`src/rtl/core/egcd_pkg.sv`:
```
// ----------------------------------------------------------------------------
// egcd_pkg
// Shared types and constants of the extended gcd unit.
// ----------------------------------------------------------------------------
package egcd_pkg;

  typedef enum logic [2:0] {
    ST_IDLE,
    ST_CHECK,
    ST_DIV,
    ST_BACK,
    ST_SIGN,
    ST_DONE
  } egcd_state_t;

  localparam int unsigned MAX_STEPS = 128;
  localparam int unsigned STEP_W    = 7;

endpackage

```
`src/rtl/core/egcd_divider.sv`:
```
// ----------------------------------------------------------------------------
// egcd_divider
// Bit-serial restoring divider: one quotient bit per cycle.
// ----------------------------------------------------------------------------
module egcd_divider #(
  parameter int unsigned W = 32
) (
  input  logic         clk,
  input  logic         rst_n,
  input  logic         start,
  input  logic [W-1:0] dividend,
  input  logic [W-1:0] divisor,
  output logic         done,
  output logic [W-1:0] quotient,
  output logic [W-1:0] remainder
);
  import egcd_pkg::*;

  localparam int unsigned CW = $clog2(W + 1);

  logic [W-1:0]  quo_r, quo_nxt;
  logic [W-1:0]  rem_r, rem_nxt;
  logic [W-1:0]  den_r, den_nxt;
  logic [CW-1:0] cnt_r, cnt_nxt;
  logic          busy_r, busy_nxt;
  logic          done_r, done_nxt;
  logic [W:0]    trial;
  logic [W:0]    diff;

  always_comb begin
    quo_nxt  = quo_r;
    rem_nxt  = rem_r;
    den_nxt  = den_r;
    cnt_nxt  = cnt_r;
    busy_nxt = busy_r;
    done_nxt = 1'b0;
    trial    = {rem_r, quo_r[W-1]};
    diff     = trial - {1'b0, den_r};
    if (start) begin
      quo_nxt  = dividend;
      rem_nxt  = '0;
      den_nxt  = divisor;
      cnt_nxt  = CW'(W);
      busy_nxt = 1'b1;
    end else if (busy_r) begin
      if (!diff[W]) begin
        rem_nxt = diff[W-1:0];
        quo_nxt = {quo_r[W-2:0], 1'b1};
      end else begin
        rem_nxt = trial[W-1:0];
        quo_nxt = {quo_r[W-2:0], 1'b0};
      end
      cnt_nxt = cnt_r - 1'b1;
      if (cnt_r == CW'(1)) begin
        busy_nxt = 1'b0;
        done_nxt = 1'b1;
      end
    end
  end

  always_ff @(posedge clk) begin
    quo_r <= quo_nxt;
    rem_r <= rem_nxt;
    den_r <= den_nxt;
    cnt_r <= cnt_nxt;
    if (!rst_n) begin
      busy_r <= 1'b0;
      done_r <= 1'b0;
    end else begin
      busy_r <= busy_nxt;
      done_r <= done_nxt;
    end
  end

  assign done      = done_r;
  assign quotient  = quo_r;
  assign remainder = rem_r;

`ifndef NO_ASSERTIONS
  a_done_pulse: assert property (@(posedge clk) disable iff (!rst_n)
    done_r |=> !done_r) else $error("divider done held");
  a_done_idle: assert property (@(posedge clk) disable iff (!rst_n)
    done_r |-> !busy_r) else $error("divider done while busy");
  a_rem_lt: assert property (@(posedge clk) disable iff (!rst_n)
    (done_r && den_r != '0) |-> (rem_r < den_r)) else $error("remainder too big");
`endif

endmodule

```
`config.mk`:
```
export PLATFORM = sky130hd
export DESIGN_NAME = egcd_divider
export DESIGN_NICKNAME = d
export VERILOG_FILES = /design/src/rtl/core/egcd_pkg.sv /design/src/rtl/core/egcd_divider.sv
export SDC_FILE = /design/constraint.sdc
export NUM_CORES = 1
export LEC_CHECK = 0
export ABC_CLOCK_PERIOD_IN_PS = 3200
export BUFFER_PORTS_ARGS = -buffer_cell sky130_fd_sc_hd__buf_2
export CAP_MARGIN = 30
export CELL_PAD_IN_SITES_DETAIL_PLACEMENT = 0
export CELL_PAD_IN_SITES_GLOBAL_PLACEMENT = 1
export CORE_AREA = 2 2 122 124
export CTS_BUF_LIST = sky130_fd_sc_hd__clkbuf_4 sky130_fd_sc_hd__clkbuf_8
export CTS_CLUSTER_SIZE = 14
export DETAILED_ROUTE_END_ITERATION = 6
export DIE_AREA = 0 0 124 126
export PLACE_DENSITY_LB_ADDON = 0.25
export REMOVE_ABC_BUFFERS = 1
export SLEW_MARGIN = 0
export SYNTH_ARGS = -nofsm -noshare
export SYNTH_HDL_FRONTEND = slang
export SYNTH_SLANG_ARGS = --single-unit
```
`constraint.sdc`:
```
create_clock -name clk -period 3.2 [get_ports clk]
set_input_delay 0.48 -clock clk [delete_from_list [all_inputs] [get_ports clk]]
set_output_delay 0.48 -clock clk [all_outputs]
set_load 0.01 [all_outputs]
```
==> results.ini <==
[floorplan]
ios = 132
dieArea_um2 = 15620
die_h_um = 126
die_x_um = 124
start_util_pct = 42.06
core_area_um2 = 14310
row_count = 44

[yosys]
yosysWarnings = 0
synth_fa_ha_area_share_pct = 7.398
synthTopCellsByArea = edfxtp_1, dfxtp_1, ha_1, mux2_2, nor2_1
synth_area_um2 = 6021
ys.flop_type = edfxtp_1
yosys.area.top_type = edfxtp_1
synth_cell_types = 67
synth-compound-area-share_pct = 18.50
synthSimpleGateAreaFrac_pct = 12.03
synth_seq_cells = 104
synth_top_cell_area_share_pct = 31.92
synthMuxAreaShare_pct = 7.294
synthXorXnorAreaFrac_pct = 4.073
seq_area_frac_synth_pct = 45.22
synth_top_family_by_area = compound AO/OA/AOI/OAI gates
synthCells = 592
synth_edf_count = 64
synth_area_per_cell_um2 = 10.17
synthArstFlopShare_pct = 0

[clock_tree]
cts_hold_buf = 0
cts.path.max_buffers = 2
clk_pin_slew_ps = 120
clock_latency_ps = 400
htreeDepth = 3
clock-sinks = 104
cts_tree = yes
cts_buffers = 9
cts_root_buffer = clkbuf_8

[routing]
drt_iter0_markers = 254
postRouteWirelength_mm = 14.41
wl_per_cell_um = 15.91
drc = 0
first_pass_iters = 5
vias_per_cell = 5.365
ant_nets = 0
vias = 4861

[finish]
fin_nets = 819
utilization_pct = 49.54
area_growth_pct = 17.77
nFillCells = 1376
n_antenna_cell = 0
stdcell_count = 906
layout-drive-gt1-share_pct = 29.64

[min_path]
hold_depth = 1
hold_class = input port to register
min-delay-start = divisor[20]

[placement]
dpl_worst_slack_ps = 130.4
placed_cells = 888
dp_hpwl_mm = 10.36
gp_congestion = 0.8877
port_buffers = 131

[worst_setup_path]
reg2reg_from = quotient[31]$_DFFE_PP_
crit_arrival_ps = 3310
reg2reg_depth = 12
cp-start-kind = register
startpoint = quotient[31]$_DFFE_PP_
critical_path_class = register to register
cp-end-kind = register
crit_fanout = 6
worstPathRequired_ps = 3480

[global_routing]
grt_overflow = 0
grt_max_degree = 100
track_usage_pct = 18.72
antenna_found_initial = 0
grt_pass1_vias = 4761
grt_pass1_wl_mm = 23.00

[timing]
finalHoldViolCount = 0
rsz0062_at_grt = no
slew_violations = 0
fin_crit_ps = 3028
worst_slew_pin_slew_ps = 645.5
finalSetupViolCount = 0
slew_headroom_pct = 56.96
layout_setup_ws_ps = 172.0
fin_crit_sh_pct = 94.62
fin_tns_setup_ps = 0
clock_skew_ps = 20.47
fmax_mhz = 330.3

[status]
outcome = finished, final reports clean

[pwr]
power.density_nw_per_um2 = 480.3
ir_drop_v = 0.0002784
p_leak_nw = 3.034

[flow_run]
maxCapViolCount = 0

## cell usage after synthesis, drive strengths merged, types with 4 or more instances
| cell | n |
|---|---|
| o21a | 8 |
| nand4 | 8 |
| o21ai | 30 |
| nor3 | 16 |
| edfxtp | 64 |
| nor2 | 58 |
| dfxtp | 40 |
| nand2 | 38 |
| inv | 42 |
| mux2 | 31 |
| xor2 | 11 |
| mux2i | 9 |
| nor2b | 6 |
| a21o | 11 |
| xnor2 | 17 |
| a211oi | 24 |
| buf | 12 |
| o211ai | 6 |
| a21oi | 43 |
| a2111oi | 4 |
| nand3 | 7 |
| clkbuf | 18 |
| and3 | 6 |
| ha | 34 |
| a311oi | 4 |
## layer usage
layer	up-vias	GRT usage, %	share of wire (%)
met1	2253	24.72	45
met5	-	0	0
met4	0	5.221	1.6
met3	25	6.205	8.3
met2	168	29.35	46
li1	2415	-	-
## cells by family (layout without fill, tap and decap cells)
logic type / Yosys count / after routing
AO/OA/AOI/OAI: 159 / 159
AND/OR/NAND/NOR: 154 / 154
flip-flops: 104 / 104
buffers and inverters: 72 / 202
multiplexers: 40 / 40
adder cells (fa/ha/maj): 35 / 35
XOR/XNOR: 28 / 28
## stage by stage
stage / hold WS [ps] / cell area (um2) / total power [mW]
final: 243.4 / 7091 / 3.405
after global routing: 215.6 / 7091 / 3.604
after CTS: 221.5 / 7053 / 3.440
after detailed placement: 485.7 / 6833 / 2.510
after global placement: 472.2 / 6833 / 2.497
after floorplan: 456.7 / 5848 / 2.217
## where the power goes
group / switching (mW) / internal (mW) / leakage [nW]
registers: 0.0747 / 1.55 / 0.965
clock network: 0.531 / 0.388 / 0.109
logic: 0.483 / 0.375 / 1.96
total: 1.09 / 2.32 / 3.03
## flip-flops by register name, summed over array words and instances, names as in the netlist
signal,flops
busy_r,1
cnt_r,6
quotient,32
remainder,32
done,1
den_r,32
## cell usage in the layout, fill, tap and decap left out, drive strengths merged, types with 7 or more instances in the layout
master	instances
a21o	11
o21ai	30
xnor2	17
nand2	38
nand3	7
mux2	31
edfxtp	64
buf	144
clkbuf	9
nand4	8
ha	34
o21a	8
inv	46
mux2i	9
dfxtp	40
xor2	11
a21oi	43
nor3	16
a211oi	24
nor2	58
## critical path: stages (launching register included)
cell and delay, ps:
edfxtp_1 440, inv_1 80, ha_1 180, fa_1 190, nor2b_1 60, o31a_1 300, o21a_1 250, o211a_4 290
o311ai_4 310, nand2_2 150, buf_4 170, or4_1 380, o311ai_0 100
## final cells by class
type | instances | area, um2 | share of cell area (%)
Sequential cell | 104 | 2724 | 38.42
Clock inverter | 7 | 96.34 | 1.359
Inverter | 42 | 157.7 | 2.223
Timing Repair Buffer | 144 | 768.2 | 10.83
Tap cell | 184 | 230.2 | 3.247
Clock buffer | 9 | 123.9 | 1.747
Multi-Input combinational cell | 416 | 2990 | 42.17
## repair_timing
item	in CTS	in global routing
gates resized for setup	0	5
setup endpoints to repair	0	32
endpoints found under the hold margin	0	0
setup buffers	0	2
## path summary, 6_finish.rpt
check                              end  slack, ps
max reg2reg  remainder[0]$_SDFFE_PP0P_        170
min reg2reg      cnt_r[0]$_SDFFE_PP0P_        500
max          remainder[0]$_SDFFE_PP0P_        170
min                den_r[20]$_DFFE_PP_        240
No activity file was read; power rests on OpenSTA's default activity.
