`src/rtl/core/egcd_pkg.sv`:
```
// ----------------------------------------------------------------------------
// egcd_pkg
// Shared types and constants of the extended gcd unit.
// ----------------------------------------------------------------------------
package egcd_pkg;

  typedef enum logic [2:0] {
    ST_IDLE,
    ST_CHECK,
    ST_DIV,
    ST_BACK,
    ST_SIGN,
    ST_DONE
  } egcd_state_t;

  localparam int unsigned MAX_STEPS = 128;
  localparam int unsigned STEP_W    = 7;

endpackage

```
`src/rtl/core/egcd_mac.sv`:
```
// ----------------------------------------------------------------------------
// egcd_mac
// Bit-serial multiply-subtract: result = t - q*y modulo 2^W, one q bit a cycle.
// ----------------------------------------------------------------------------
module egcd_mac #(
  parameter int unsigned W = 32
) (
  input  logic         clk,
  input  logic         rst_n,
  input  logic         start,
  input  logic [W-1:0] base,
  input  logic [W-1:0] mult_q,
  input  logic [W-1:0] mult_y,
  output logic         done,
  output logic [W-1:0] result
);
  import egcd_pkg::*;

  localparam int unsigned CW = $clog2(W + 1);

  logic [W-1:0]  acc_r, acc_nxt;
  logic [W-1:0]  q_r, q_nxt;
  logic [W-1:0]  y_r, y_nxt;
  logic [CW-1:0] cnt_r, cnt_nxt;
  logic          busy_r, busy_nxt;
  logic          done_r, done_nxt;

  always_comb begin
    acc_nxt  = acc_r;
    q_nxt    = q_r;
    y_nxt    = y_r;
    cnt_nxt  = cnt_r;
    busy_nxt = busy_r;
    done_nxt = 1'b0;
    if (start) begin
      acc_nxt  = base;
      q_nxt    = mult_q;
      y_nxt    = mult_y;
      cnt_nxt  = CW'(W);
      busy_nxt = 1'b1;
    end else if (busy_r) begin
      if (q_r[0]) acc_nxt = acc_r - y_r;
      q_nxt   = {1'b0, q_r[W-1:1]};
      y_nxt   = {y_r[W-2:0], 1'b0};
      cnt_nxt = cnt_r - 1'b1;
      if (cnt_r == CW'(1) || q_nxt == '0) begin
        busy_nxt = 1'b0;
        done_nxt = 1'b1;
      end
    end
  end

  always_ff @(posedge clk) begin
    acc_r <= acc_nxt;
    q_r   <= q_nxt;
    y_r   <= y_nxt;
    cnt_r <= cnt_nxt;
    if (!rst_n) begin
      busy_r <= 1'b0;
      done_r <= 1'b0;
    end else begin
      busy_r <= busy_nxt;
      done_r <= done_nxt;
    end
  end

  assign done   = done_r;
  assign result = acc_r;

`ifndef NO_ASSERTIONS
  a_done_pulse: assert property (@(posedge clk) disable iff (!rst_n)
    done_r |=> !done_r) else $error("mac done held");
  a_done_idle: assert property (@(posedge clk) disable iff (!rst_n)
    done_r |-> !busy_r) else $error("mac done while busy");
  a_q_empty: assert property (@(posedge clk) disable iff (!rst_n)
    (busy_r && !start) |=> (done_r || q_r != '0)) else $error("mac ran past q");
`endif

endmodule
```
`config.mk`:
```
export PLATFORM = sky130hd
export DESIGN_NAME = egcd_mac
export DESIGN_NICKNAME = d
export VERILOG_FILES = /design/src/rtl/core/egcd_pkg.sv /design/src/rtl/core/egcd_mac.sv
export SDC_FILE = /design/constraint.sdc
export NUM_CORES = 1
export LEC_CHECK = 0
export ABC_AREA = 0
export BUFFER_PORTS_ARGS = -buffer_cell sky130_fd_sc_hd__buf_2
export CAP_MARGIN = 30
export CORE_MARGIN = 3
export CORE_UTILIZATION = 40
export CTS_CLUSTER_DIAMETER = 200
export DETAILED_ROUTE_END_ITERATION = 8
export SETUP_SLACK_MARGIN = 0.4
export SYNTH_ARGS = -nofsm -noshare
export SYNTH_HDL_FRONTEND = slang
export SYNTH_SLANG_ARGS = --single-unit
```
`constraint.sdc`:
```
create_clock -name clk -period 6.3 [get_ports clk]
set_input_delay 1.26 -clock clk [delete_from_list [all_inputs] [get_ports clk]]
set_output_delay 1.26 -clock clk [all_outputs]
set_load 0.01 [all_outputs]
```
==> results.json, run 1 <==
{
  "worstSetupEndpoint": "result[16]$_DFFE_PP_",
  "post_route_cells_drive_above_1_share_pct": 27.1,
  "synth_adder_area_share_pct": 7.12,
  "die_width_um": 129,
  "worst_ep_arrival_time_ns": 3.15,
  "routed_wirelength_um": 14300,
  "cp-startpoint": "start",
  "crit_path_cell_trace": "buf_4 -> clkinv_1 -> nand2_1 -> buf_4",
  "syn-instance-count": 583,
  "synth_simple_gate_area_share_pct": 12.1,
  "n_fill_cell": 1410,
  "cts_hold_buf": 0,
  "critPathRequiredTime_ns": 6.33,
  "first_pass_grt_wire_length_um": 22900,
  "route.detailed.wl_per_inst_um": 16.0,
  "area_delta_synth_final_pct": 18.6,
  "finClkSkew_ns": 0.0106,
  "layout_min_cycle_time_ns": 3.12,
  "synth_area_per_cell_um2": 10.4,
  "yosys_warnings": 0,
  "timing_hold_violations_final": 0,
  "io_buffers": 131,
  "finalSetupTns_ns": 0,
  "routabilityCongestion": 0.869,
  "clk-insertion-delay-late_ns": 0.36,
  "post_cts_resized": 0,
  "rsz0062_at_grt": "false",
  "grt_pass1_vias": 4737,
  "drt_iter0_drc": 229,
  "cts.root.buffer_cell": "sky130_fd_sc_hd__clkbuf_16",
  "final_antenna_net_count": 0,
  "setup_viol_count_final": 0,
  "dominant_combinational_cell_family_by_area_after_synthesis": "compound AO/OA/AOI/OAI gates",
  "post-route-util_pct": 49.1,
  "cts.sink_count": 104,
  "starting_density_of_the_core_pct": 41.4,
  "drt-vias-per-instance": 5.17,
  "timing.hold.worst.class": "register to register",
  "criticalPathCategory": "input pin to register",
  "max_clock_freq_mhz": 321,
  "fin_nets": 837,
  "setup.worst_path.start_class": "input pin",
  "maximum_capacitance_violations": 0,
  "height_of_the_die_um": 129,
  "routed-via-count": 4621,
  "clkSlewWorstSetupHoldPaths_ns": 0.07,
  "instances_no_fill": 893,
  "synthArstFlopShare_pct": 0,
  "post-cts-setup-buffer-count": 0,
  "post-route-drc-count": 0,
  "antenna_found_initial": 0,
  "cts.path.max_buffers": 2,
  "fp.dieArea_um2": 16700,
  "synth.yosys.seq_area_share_pct": 50.0,
  "path_max_fanout": 51,
  "cts_max_level": 3,
  "synth-compound-area-share_pct": 16.3,
  "vdd_ir_drop_max_v": 0.000185,
  "total_power_mw": 2.36,
  "layout_common_cells": "sky130_fd_sc_hd__buf_2, sky130_fd_sc_hd__edfxtp_1, sky130_fd_sc_hd__nand2_1",
  "place.detailed.hpwl_um": 10700,
  "post_synth_instance_area_um2": 6080,
  "cpPeakStageDelay_ns": 0.61,
  "max-slew-margin-rel_pct": 32.5,
  "slew_violations": 0,
  "commonest_non_fill_non_tap_cell_in_the_layout": "sky130_fd_sc_hd__buf_2",
  "count_of_boundary_i_o_pins": 132,
  "cp-end-kind": "register",
  "synth-xor-area-share_pct": 4.18,
  "global_route.overflow_total": 0,
  "yosys.cell_types.count": 56,
  "total_cts_buffers": 9,
  "number_of_placed_instances_with_taps_included": 877,
  "num_rows": 44,
  "postSynthNetCount": 716,
  "number_of_cells_traversed_by_the_worst_register_to_register_path": 11,
  "core_area_um2": 14700,
  "worst_path_most_repeated_cell": "sky130_fd_sc_hd__buf_4",
  "yosys_most_used_dff": "sky130_fd_sc_hd__edfxtp_1",
  "r2r_start": "result[0]$_DFFE_PP_",
  "r2r-end": "result[28]$_DFFE_PP_",
  "drtPass1Iterations": 4,
  "power-per-cell-area_nw_per_um2": 327,
  "tritoncts": "done",
  "power.static_leakage_nw": 3.11,
  "synth_enable_flop_cells": 96,
  "timing_worst_slew_pin_value_ns": 1.01,
  "final_cycle_share_pct": 49.5,
  "grt_max_degree": 113,
  "reg2reg_setup_slack_ns": 3.42,
  "status": "finished clean",
  "synth.area.mux_share_pct": 6.44,
  "post_synthesis_register_bit_count": 104,
  "globalRouteTotalUtil_pct": 17.3,
  "cpMaxStageDelayCell": "sky130_fd_sc_hd__nand2_1"
}
-- stage by stage --
stage,instance area (um^2),hold WS [ns],setup slack [ns]
floorplan,6080,0.468,3.24
global placement,6900,0.479,2.83
detailed placement,6900,0.510,2.78
CTS,7210,0.524,3.14
global route,7210,0.548,2.98
finish,7210,0.521,3.18
-- critical path: cells and delay by family --
family | cells | cell delay, ns
simple gates | 1 | 0.61
buf+inv | 3 | 1.25
-- cell families after synthesis --
group	count (synthesis)
buffers and inverters	62
AO/OA/AOI/OAI	162
adder cells (fa/ha/maj)	34
XOR/XNOR	29
AND/OR/NAND/NOR	157
multiplexers	35
flip-flops	104
-- worst min path at each step --
| stage | startpoint | end | slack (ns) | cells past startpoint |
|---|---|---|---|---|
| finish | cnt_r[1]$_SDFFE_PP0P_ | cnt_r[1]$_SDFFE_PP0P_ | 0.52 | 2 |
| global route | cnt_r[4]$_SDFFE_PP0P_ | cnt_r[4]$_SDFFE_PP0P_ | 0.55 | 2 |
| CTS | cnt_r[1]$_SDFFE_PP0P_ | cnt_r[1]$_SDFFE_PP0P_ | 0.52 | 2 |
| detailed placement | cnt_r[4]$_SDFFE_PP0P_ | cnt_r[4]$_SDFFE_PP0P_ | 0.51 | 2 |
| global placement | cnt_r[1]$_SDFFE_PP0P_ | cnt_r[1]$_SDFFE_PP0P_ | 0.48 | 2 |
| floorplan | cnt_r[1]$_SDFFE_PP0P_ | cnt_r[1]$_SDFFE_PP0P_ | 0.47 | 2 |
-- flip-flops by register name, summed over array words and instances (netlist names) --
name	cells
busy_r	1
cnt_r	6
done	1
q_r	32
result	32
y_r	32
-- cell usage after synthesis (all sizes together), types with 2 or more instances --
master	number	area, um^2
edfxtp	96	2880
mux2i	2	20.0
o21bai	3	22.5
a211oi	6	45.0
o31ai	4	35.0
nor2	26	97.6
a31oi	5	31.3
a221o	2	21.3
xnor2	15	131
nor3	6	35.0
a21oi	30	158
a21boi	2	15.0
buf	4	16.3
and3	6	47.5
clkbuf	20	76.3
ha	33	413
nor4b	2	32.5
inv	37	139
o21ai	72	364
nand2b	2	12.5
o22ai	2	12.5
nor4	7	43.8
nor2b	2	12.5
a21o	25	195
nand2	82	308
nand4	5	31.3
xor2	14	123
and2	8	50.1
mux2	33	372
nand3	7	35.0
o21a	5	37.5
dfxtp	8	160
-- final cells by class --
type                       instances  area, um^2  share of cell area, %
sequential                       104        3040                   42.2
multi-input combinational        417        2810                   38.9
timing repair buffer             134         681                   9.43
tap                              184         230                   3.19
clock buffer                       9         225                   3.12
inverter                          38         143                   1.98
clock inverter                     6        85.1                   1.18
antenna                            1        2.50                 0.0347
-- power breakdown --
group / switching [mW] / internal (mW) / leakage (nW)
Sequential: 0.0551 / 0.887 / 1.04
Clock: 0.247 / 0.345 / 0.149
Combinational: 0.467 / 0.362 / 1.93
Total: 0.769 / 1.59 / 3.11
-- routing by layer --
| layer | global-route usage (%) | part of all wire, % |
|---|---|---|
| met1 | 22.4 | 46 |
| met2 | 28.0 | 46 |
| met3 | 6.06 | 7.1 |
| met4 | 4.32 | 1.2 |
| met5 | 0 | 0 |
(Power assumes the default switching activity.)
==> run 2: changes to the inputs <==
==> constraint.sdc (replaced) <==
create_clock -name clk -period 2.5 [get_ports clk]
set_input_delay 0.5 -clock clk [delete_from_list [all_inputs] [get_ports clk]]
set_output_delay 0.5 -clock clk [all_outputs]
set_load 0.01 [all_outputs]
==> run 2 against run 1 <==
The flow now finishes with violations (negative setup slack). Critical path depth grew 6. Combinational power grew to 3.5 times the previous value. Clock power grew 150%. First-iteration DRC count grew 15%. Critical path type is now register to register. Core utilization grew 5.9 points. Sequential cell count is the same. Highest routed layer unchanged. Global-route usage grew 0.56 points. Sequential share of layout area shrank 4.5 points. Register-to-register slack lost 3.6 ns.
==> results.json, run 2 (synthesized netlist as in run 1, its figures left out) <==
{
  "insertedDiodeCount": 0,
  "globalRouteTotalUtil_pct": 17.9,
  "power-per-cell-area_nw_per_um2": 832,
  "violations": "negative setup slack",
  "timing_hold_violations_final": 0,
  "routabilityCongestion": 0.916,
  "final_cycle_share_pct": 107,
  "placed_area_um2": 7290,
  "min_to": "done$_SDFF_PP0_",
  "r2r-end": "result[30]$_DFFE_PP_",
  "layout_min_cycle_time_ns": 2.68,
  "cts_max_level": 3,
  "fin_nets": 894,
  "max-slew-margin-rel_pct": 61.2,
  "tritoncts": "done",
  "path_max_fanout": 3,
  "count_of_boundary_i_o_pins": 132,
  "worst_ep_arrival_time_ns": 2.80,
  "cpMaxStageDelayCell": "sky130_fd_sc_hd__edfxtp_1",
  "slew_violations": 0,
  "status": "finished with violations",
  "rsz0062_at_grt": "true",
  "first_pass_grt_wire_length_um": 23800,
  "height_of_the_die_um": 129,
  "criticalPathCategory": "register to register",
  "crit_path_cell_trace": "ha_2 -> fa_2 -> and2b_1 -> o31a_1 -> o2111ai_2 -> a211o_1 -> a21oi_2 -> a31oi_1 -> xor2_1 -> o21ai_1",
  "commonest_non_fill_non_tap_cell_in_the_layout": "sky130_fd_sc_hd__buf_2",
  "maximum_capacitance_violations": 0,
  "cts.sink_count": 104,
  "whs_ns": 0.373,
  "grt_pass1_vias": 4936,
  "routed_wirelength_um": 14900,
  "finClkSkew_ns": 0.0117,
  "drtPass1Iterations": 4,
  "drt_iter0_drc": 264,
  "number_of_cells_traversed_by_the_worst_register_to_register_path": 10,
  "critPathRequiredTime_ns": 2.62,
  "global_route.overflow_total": 0,
  "core_area_um2": 14700,
  "drt-vias-per-instance": 5.16,
  "die_width_um": 129,
  "antenna_found_initial": 0,
  "area_delta_synth_final_pct": 32.8,
  "total_power_mw": 6.72,
  "route.detailed.wl_per_inst_um": 15.7,
  "layout.cell_area.non_filler_um2": 8080,
  "min_path_cells": 3,
  "dp_slack_ns": -0.203,
  "total_cts_buffers": 9,
  "cp-end-kind": "register",
  "n_fill_cell": 1300,
  "timing_worst_slew_pin_value_ns": 0.573,
  "cp-startpoint": "y_r[0]$_SDFFCE_PN0P_",
  "timing.hold.worst.class": "input pin to register",
  "r2r_start": "y_r[0]$_SDFFCE_PN0P_",
  "post-route-util_pct": 55.0,
  "fp.dieArea_um2": 16700,
  "cts_hold_buf": 0,
  "io_buffers": 131,
  "cts.path.max_buffers": 2,
  "cts.root.buffer_cell": "sky130_fd_sc_hd__clkbuf_16",
  "cpPeakStageDelay_ns": 0.40,
  "reg2reg_setup_slack_ns": -0.18,
  "setup_slack_ns": -0.183,
  "final_antenna_net_count": 0,
  "layout_common_cells": "sky130_fd_sc_hd__buf_2, sky130_fd_sc_hd__edfxtp_1, sky130_fd_sc_hd__nand2_1",
  "grt_max_degree": 90,
  "post-route-drc-count": 0,
  "routed-via-count": 4901,
  "clkSlewWorstSetupHoldPaths_ns": 0.08,
  "clk-insertion-delay-late_ns": 0.36,
  "power.static_leakage_nw": 3.47,
  "setup_viol_count_final": 8,
  "starting_density_of_the_core_pct": 41.4,
  "vdd_ir_drop_max_v": 0.000397,
  "hold_path.startpoint": "rst_n",
  "max_clock_freq_mhz": 373,
  "num_rows": 44,
  "place.detailed.hpwl_um": 10900,
  "setup.worst_path.start_class": "register",
  "post_route_cells_drive_above_1_share_pct": 40.7
}
[run 2: cell types whose count changed in the layout (fill, tap and decap cells not counted), moves of 5 or more]
cell / change
sky130_fd_sc_hd__buf_6: +7
sky130_fd_sc_hd__a21oi_2: +15
sky130_fd_sc_hd__buf_4: +47
sky130_fd_sc_hd__nor2_1: -5
sky130_fd_sc_hd__ha_4: +9
sky130_fd_sc_hd__ha_1: -12
sky130_fd_sc_hd__a21oi_1: -16
sky130_fd_sc_hd__o21ai_0: -11
[run 2: layout make-up]
class | count | area, um^2 | area share (%)
clock buffers | 9 | 225 | 2.79
clock inverters | 7 | 82.6 | 1.02
inverters | 38 | 143 | 1.77
multi-input cells | 417 | 3180 | 39.4
flip-flops and latches | 104 | 3040 | 37.7
well taps | 184 | 230 | 2.85
repair buffers | 191 | 1170 | 14.5
[run 2: stage by stage]
stage / TNS [ns] / instances
after detailed placement: -1.18 / 909
final: -0.995 / 950
after floorplan: -0.104 / 583
after global routing: -2.21 / 950
after CTS: -0.612 / 941
after global placement: -0.831 / 909
[run 2: how the worst max path moves through the flow]
stage,to,slack [ns]
final,result[30]$_DFFE_PP_,-0.18
after global routing,result[28]$_DFFE_PP_,-0.30
after CTS,result[28]$_DFFE_PP_,-0.13
after detailed placement,result[28]$_DFFE_PP_,-0.20
after global placement,result[28]$_DFFE_PP_,-0.17
after floorplan,result[28]$_DFFE_PP_,-0.06
[run 2: repair_timing]
| item | in CTS | in global routing |
|---|---|---|
| setup endpoints to repair | 25 | 26 |
| pin swaps | 29 | 21 |
| hold endpoints to repair | 0 | 0 |
| resized for setup | 43 | 29 |
| buffers inserted | 16 | 9 |
[run 2: where the power goes]
| part | switching [mW] | internal, mW | total (mW) |
|---|---|---|---|
| logic | 1.47 | 1.41 | 2.89 |
| registers | 0.148 | 2.23 | 2.38 |
| clock network | 0.737 | 0.718 | 1.46 |
| total | 2.36 | 4.36 | 6.72 |
[run 2: layer usage]
metal	routed length (um)	global-route usage, %	vias up	part of all wire, %
li1	-	-	2481	-
met1	7160	23.9	2297	48
met2	6880	29.2	104	46
met3	639	3.50	19	4.3
met4	261	6.18	0	1.7
met5	0	0	-	0
[run 2: critical path: cells and delay by family (launching register included)]
family	cells	cell delay, ns
AO/OA/AOI/OAI	6	1.11
flip-flops	1	0.40
XOR/XNOR	1	0.18
adder cells (fa/ha/maj)	2	0.54
AND/OR/NAND/NOR	1	0.22
==> run 3: changes to the inputs <==
--- a/config.mk
+++ b/config.mk
@@ -12,6 +12,8 @@
 export CORE_UTILIZATION = 40
 export CTS_CLUSTER_DIAMETER = 200
 export DETAILED_ROUTE_END_ITERATION = 8
+export GPL_TIMING_DRIVEN = 0
+export MAX_ROUTING_LAYER = met4
 export SETUP_SLACK_MARGIN = 0.4
 export SYNTH_ARGS = -nofsm -noshare
 export SYNTH_HDL_FRONTEND = slang
==> constraint.sdc (replaced) <==
create_clock -name clk -period 2.5 [get_ports clk]
set_input_delay 0.25 -clock clk [delete_from_list [all_inputs] [get_ports clk]]
set_output_delay 0.25 -clock clk [all_outputs]
set_load 0.01 [all_outputs]
==> run 3 against run 2 <==
The run still ends with negative setup slack left. Count of clock-buffer cells in the layout unchanged. Sequential power barely moved. Critical path type unchanged. Critical path depth unchanged. Largest cell class unchanged.
==> results.json, run 3 (synthesized netlist as in run 1, its figures left out) <==
{
  "final_cycle_share_pct": 110,
  "cts_max_level": 3,
  "clkSlewWorstSetupHoldPaths_ns": 0.08,
  "drt_iter0_drc": 278,
  "slew_violations": 0,
  "first_pass_grt_wire_length_um": 26000,
  "area_delta_synth_final_pct": 34.4,
  "cts.sink_count": 104,
  "antenna_found_initial": 0,
  "cts.path.max_buffers": 2,
  "routabilityCongestion": 0.915,
  "path_max_fanout": 3,
  "cts_hold_buf": 0,
  "fin_nets": 907,
  "starting_density_of_the_core_pct": 41.4,
  "max_clock_freq_mhz": 364,
  "place.detailed.hpwl_um": 11500,
  "clk-insertion-delay-late_ns": 0.36,
  "n_fill_cell": 1307,
  "post_route_cells_drive_above_1_share_pct": 39.4,
  "globalRouteMet1Util_pct": 26.9,
  "setup_slack_ns": -0.250,
  "count_of_boundary_i_o_pins": 132,
  "commonest_non_fill_non_tap_cell_in_the_layout": "sky130_fd_sc_hd__buf_2",
  "cts.root.buffer_cell": "sky130_fd_sc_hd__clkbuf_16",
  "violations": "negative setup slack",
  "num_rows": 44,
  "critPathRequiredTime_ns": 2.59,
  "status": "finished with violations",
  "grt_most_used_layer": "met2",
  "power-per-cell-area_nw_per_um2": 825,
  "insertedDiodeCount": 0,
  "layout.cell_area.non_filler_um2": 8180,
  "maximum_capacitance_violations": 0,
  "globalRouteTotalUtil_pct": 20.5,
  "drt-vias-per-instance": 5.23,
  "setup.worst_path.start_class": "register",
  "criticalPathCategory": "register to register",
  "max-slew-margin-rel_pct": 41.3,
  "timing.hold.worst.class": "input pin to register",
  "io_buffers": 130,
  "worst_ep_arrival_time_ns": 2.84,
  "placed_area_um2": 7090,
  "timing_worst_slew_pin_value_ns": 0.877,
  "global_route.overflow_total": 0,
  "grt_max_degree": 66,
  "routed-via-count": 5040,
  "drtPass1Iterations": 4,
  "rsz0062_at_grt": "true",
  "route.detailed.wl_per_inst_um": 17.2,
  "final_antenna_net_count": 0,
  "total_cts_buffers": 9,
  "power.static_leakage_nw": 3.47,
  "routed_wirelength_um": 16500,
  "layout_min_cycle_time_ns": 2.75,
  "grt_pass1_vias": 5139,
  "height_of_the_die_um": 129,
  "setup_viol_count_final": 12,
  "post-route-drc-count": 0,
  "whs_ns": 0.124,
  "die_width_um": 129,
  "vdd_ir_drop_max_v": 0.000375,
  "core_area_um2": 14700,
  "fraction_of_met3_tracks_used_by_global_routing_pct": 2.68,
  "tritoncts": "done",
  "met2_usage_pct": 33.1,
  "finClkSkew_ns": 0.00961,
  "cp-end-kind": "register",
  "timing_hold_violations_final": 0,
  "fp.dieArea_um2": 16700,
  "layout_common_cells": "sky130_fd_sc_hd__buf_2, sky130_fd_sc_hd__edfxtp_1, sky130_fd_sc_hd__nand2_1"
}
==> run 3: cell types whose count changed in the layout (fill, tap and decap cells not counted), sizes merged <==
cell and delta:
bufinv +1, buf -7, clkinv -1, clkbuf +20
==> run 3: power by group <==
part | internal (mW) | switching, mW
clock | 0.811 | 0.730
sequential | 2.23 | 0.153
combinational | 1.35 | 1.47
total | 4.40 | 2.35
==> run 3: final timing paths <==
kind / cells past startpoint / start / endpoint / slack, ns
max: 10 / y_r[0]$_SDFFCE_PN0P_ / result[28]$_DFFE_PP_ / -0.25
min: 3 / rst_n / done$_SDFF_PP0_ / 0.12
max reg2reg: 10 / y_r[0]$_SDFFCE_PN0P_ / result[28]$_DFFE_PP_ / -0.25
min reg2reg: 2 / cnt_r[1]$_SDFFE_PP0P_ / cnt_r[1]$_SDFFE_PP0P_ / 0.50
==> run 3: through the flow <==
| stage | util (%) | cells | power (mW) | setup slack (ns) | TNS (ns) |
|---|---|---|---|---|---|
| finish | 55.6 | 963 | 6.75 | -0.250 | -1.44 |
| global placement | 48.2 | 897 | 4.60 | -0.314 | -22.74 |
| detailed placement | 48.2 | 897 | 4.63 | -0.323 | -1.63 |
| global route | 55.6 | 963 | 7.17 | -0.402 | -3.31 |
| CTS | 54.4 | 956 | 6.62 | -0.269 | -1.21 |
| floorplan | - | 583 | 4.03 | -0.0643 | -0.104 |
==> run 3: area by class of cell <==
| class | instances | area, um^2 | area share (%) |
|---|---|---|---|
| Multi-Input combinational cell | 417 | 3210 | 39.2 |
| Sequential cell | 104 | 3040 | 37.2 |
| Timing Repair Buffer | 180 | 1120 | 13.7 |
| Tap cell | 184 | 230 | 2.82 |
| Clock buffer | 9 | 225 | 2.75 |
| Inverter | 38 | 145 | 1.77 |
| Buffer | 24 | 109 | 1.33 |
| Clock inverter | 7 | 96.3 | 1.18 |
==> run 3: timing repair <==
| action | CTS | global route |
|---|---|---|
| setup endpoints to repair | 25 | 26 |
| resized for setup | 61 | 25 |
| pin swaps | 32 | 18 |
| buffers inserted | 43 | 6 |
==> run 3: layer usage <==
layer	up-vias	routed length, um
met5	-	0
met4	0	301
met3	25	807
met2	135	7790
met1	2380	7640
li1	2500	-
==> run 3: worst max-delay path: stages (launching register included) <==
cell and delay, ns:
sky130_fd_sc_hd__edfxtp_1 0.40, sky130_fd_sc_hd__ha_2 0.20, sky130_fd_sc_hd__fa_2 0.34, sky130_fd_sc_hd__and2b_1 0.22, sky130_fd_sc_hd__o31a_1 0.18, sky130_fd_sc_hd__o2111ai_2 0.14
sky130_fd_sc_hd__a211o_1 0.35, sky130_fd_sc_hd__nor4b_4 0.16, sky130_fd_sc_hd__o31ai_2 0.24, sky130_fd_sc_hd__xnor2_1 0.16, sky130_fd_sc_hd__o21ai_1 0.07
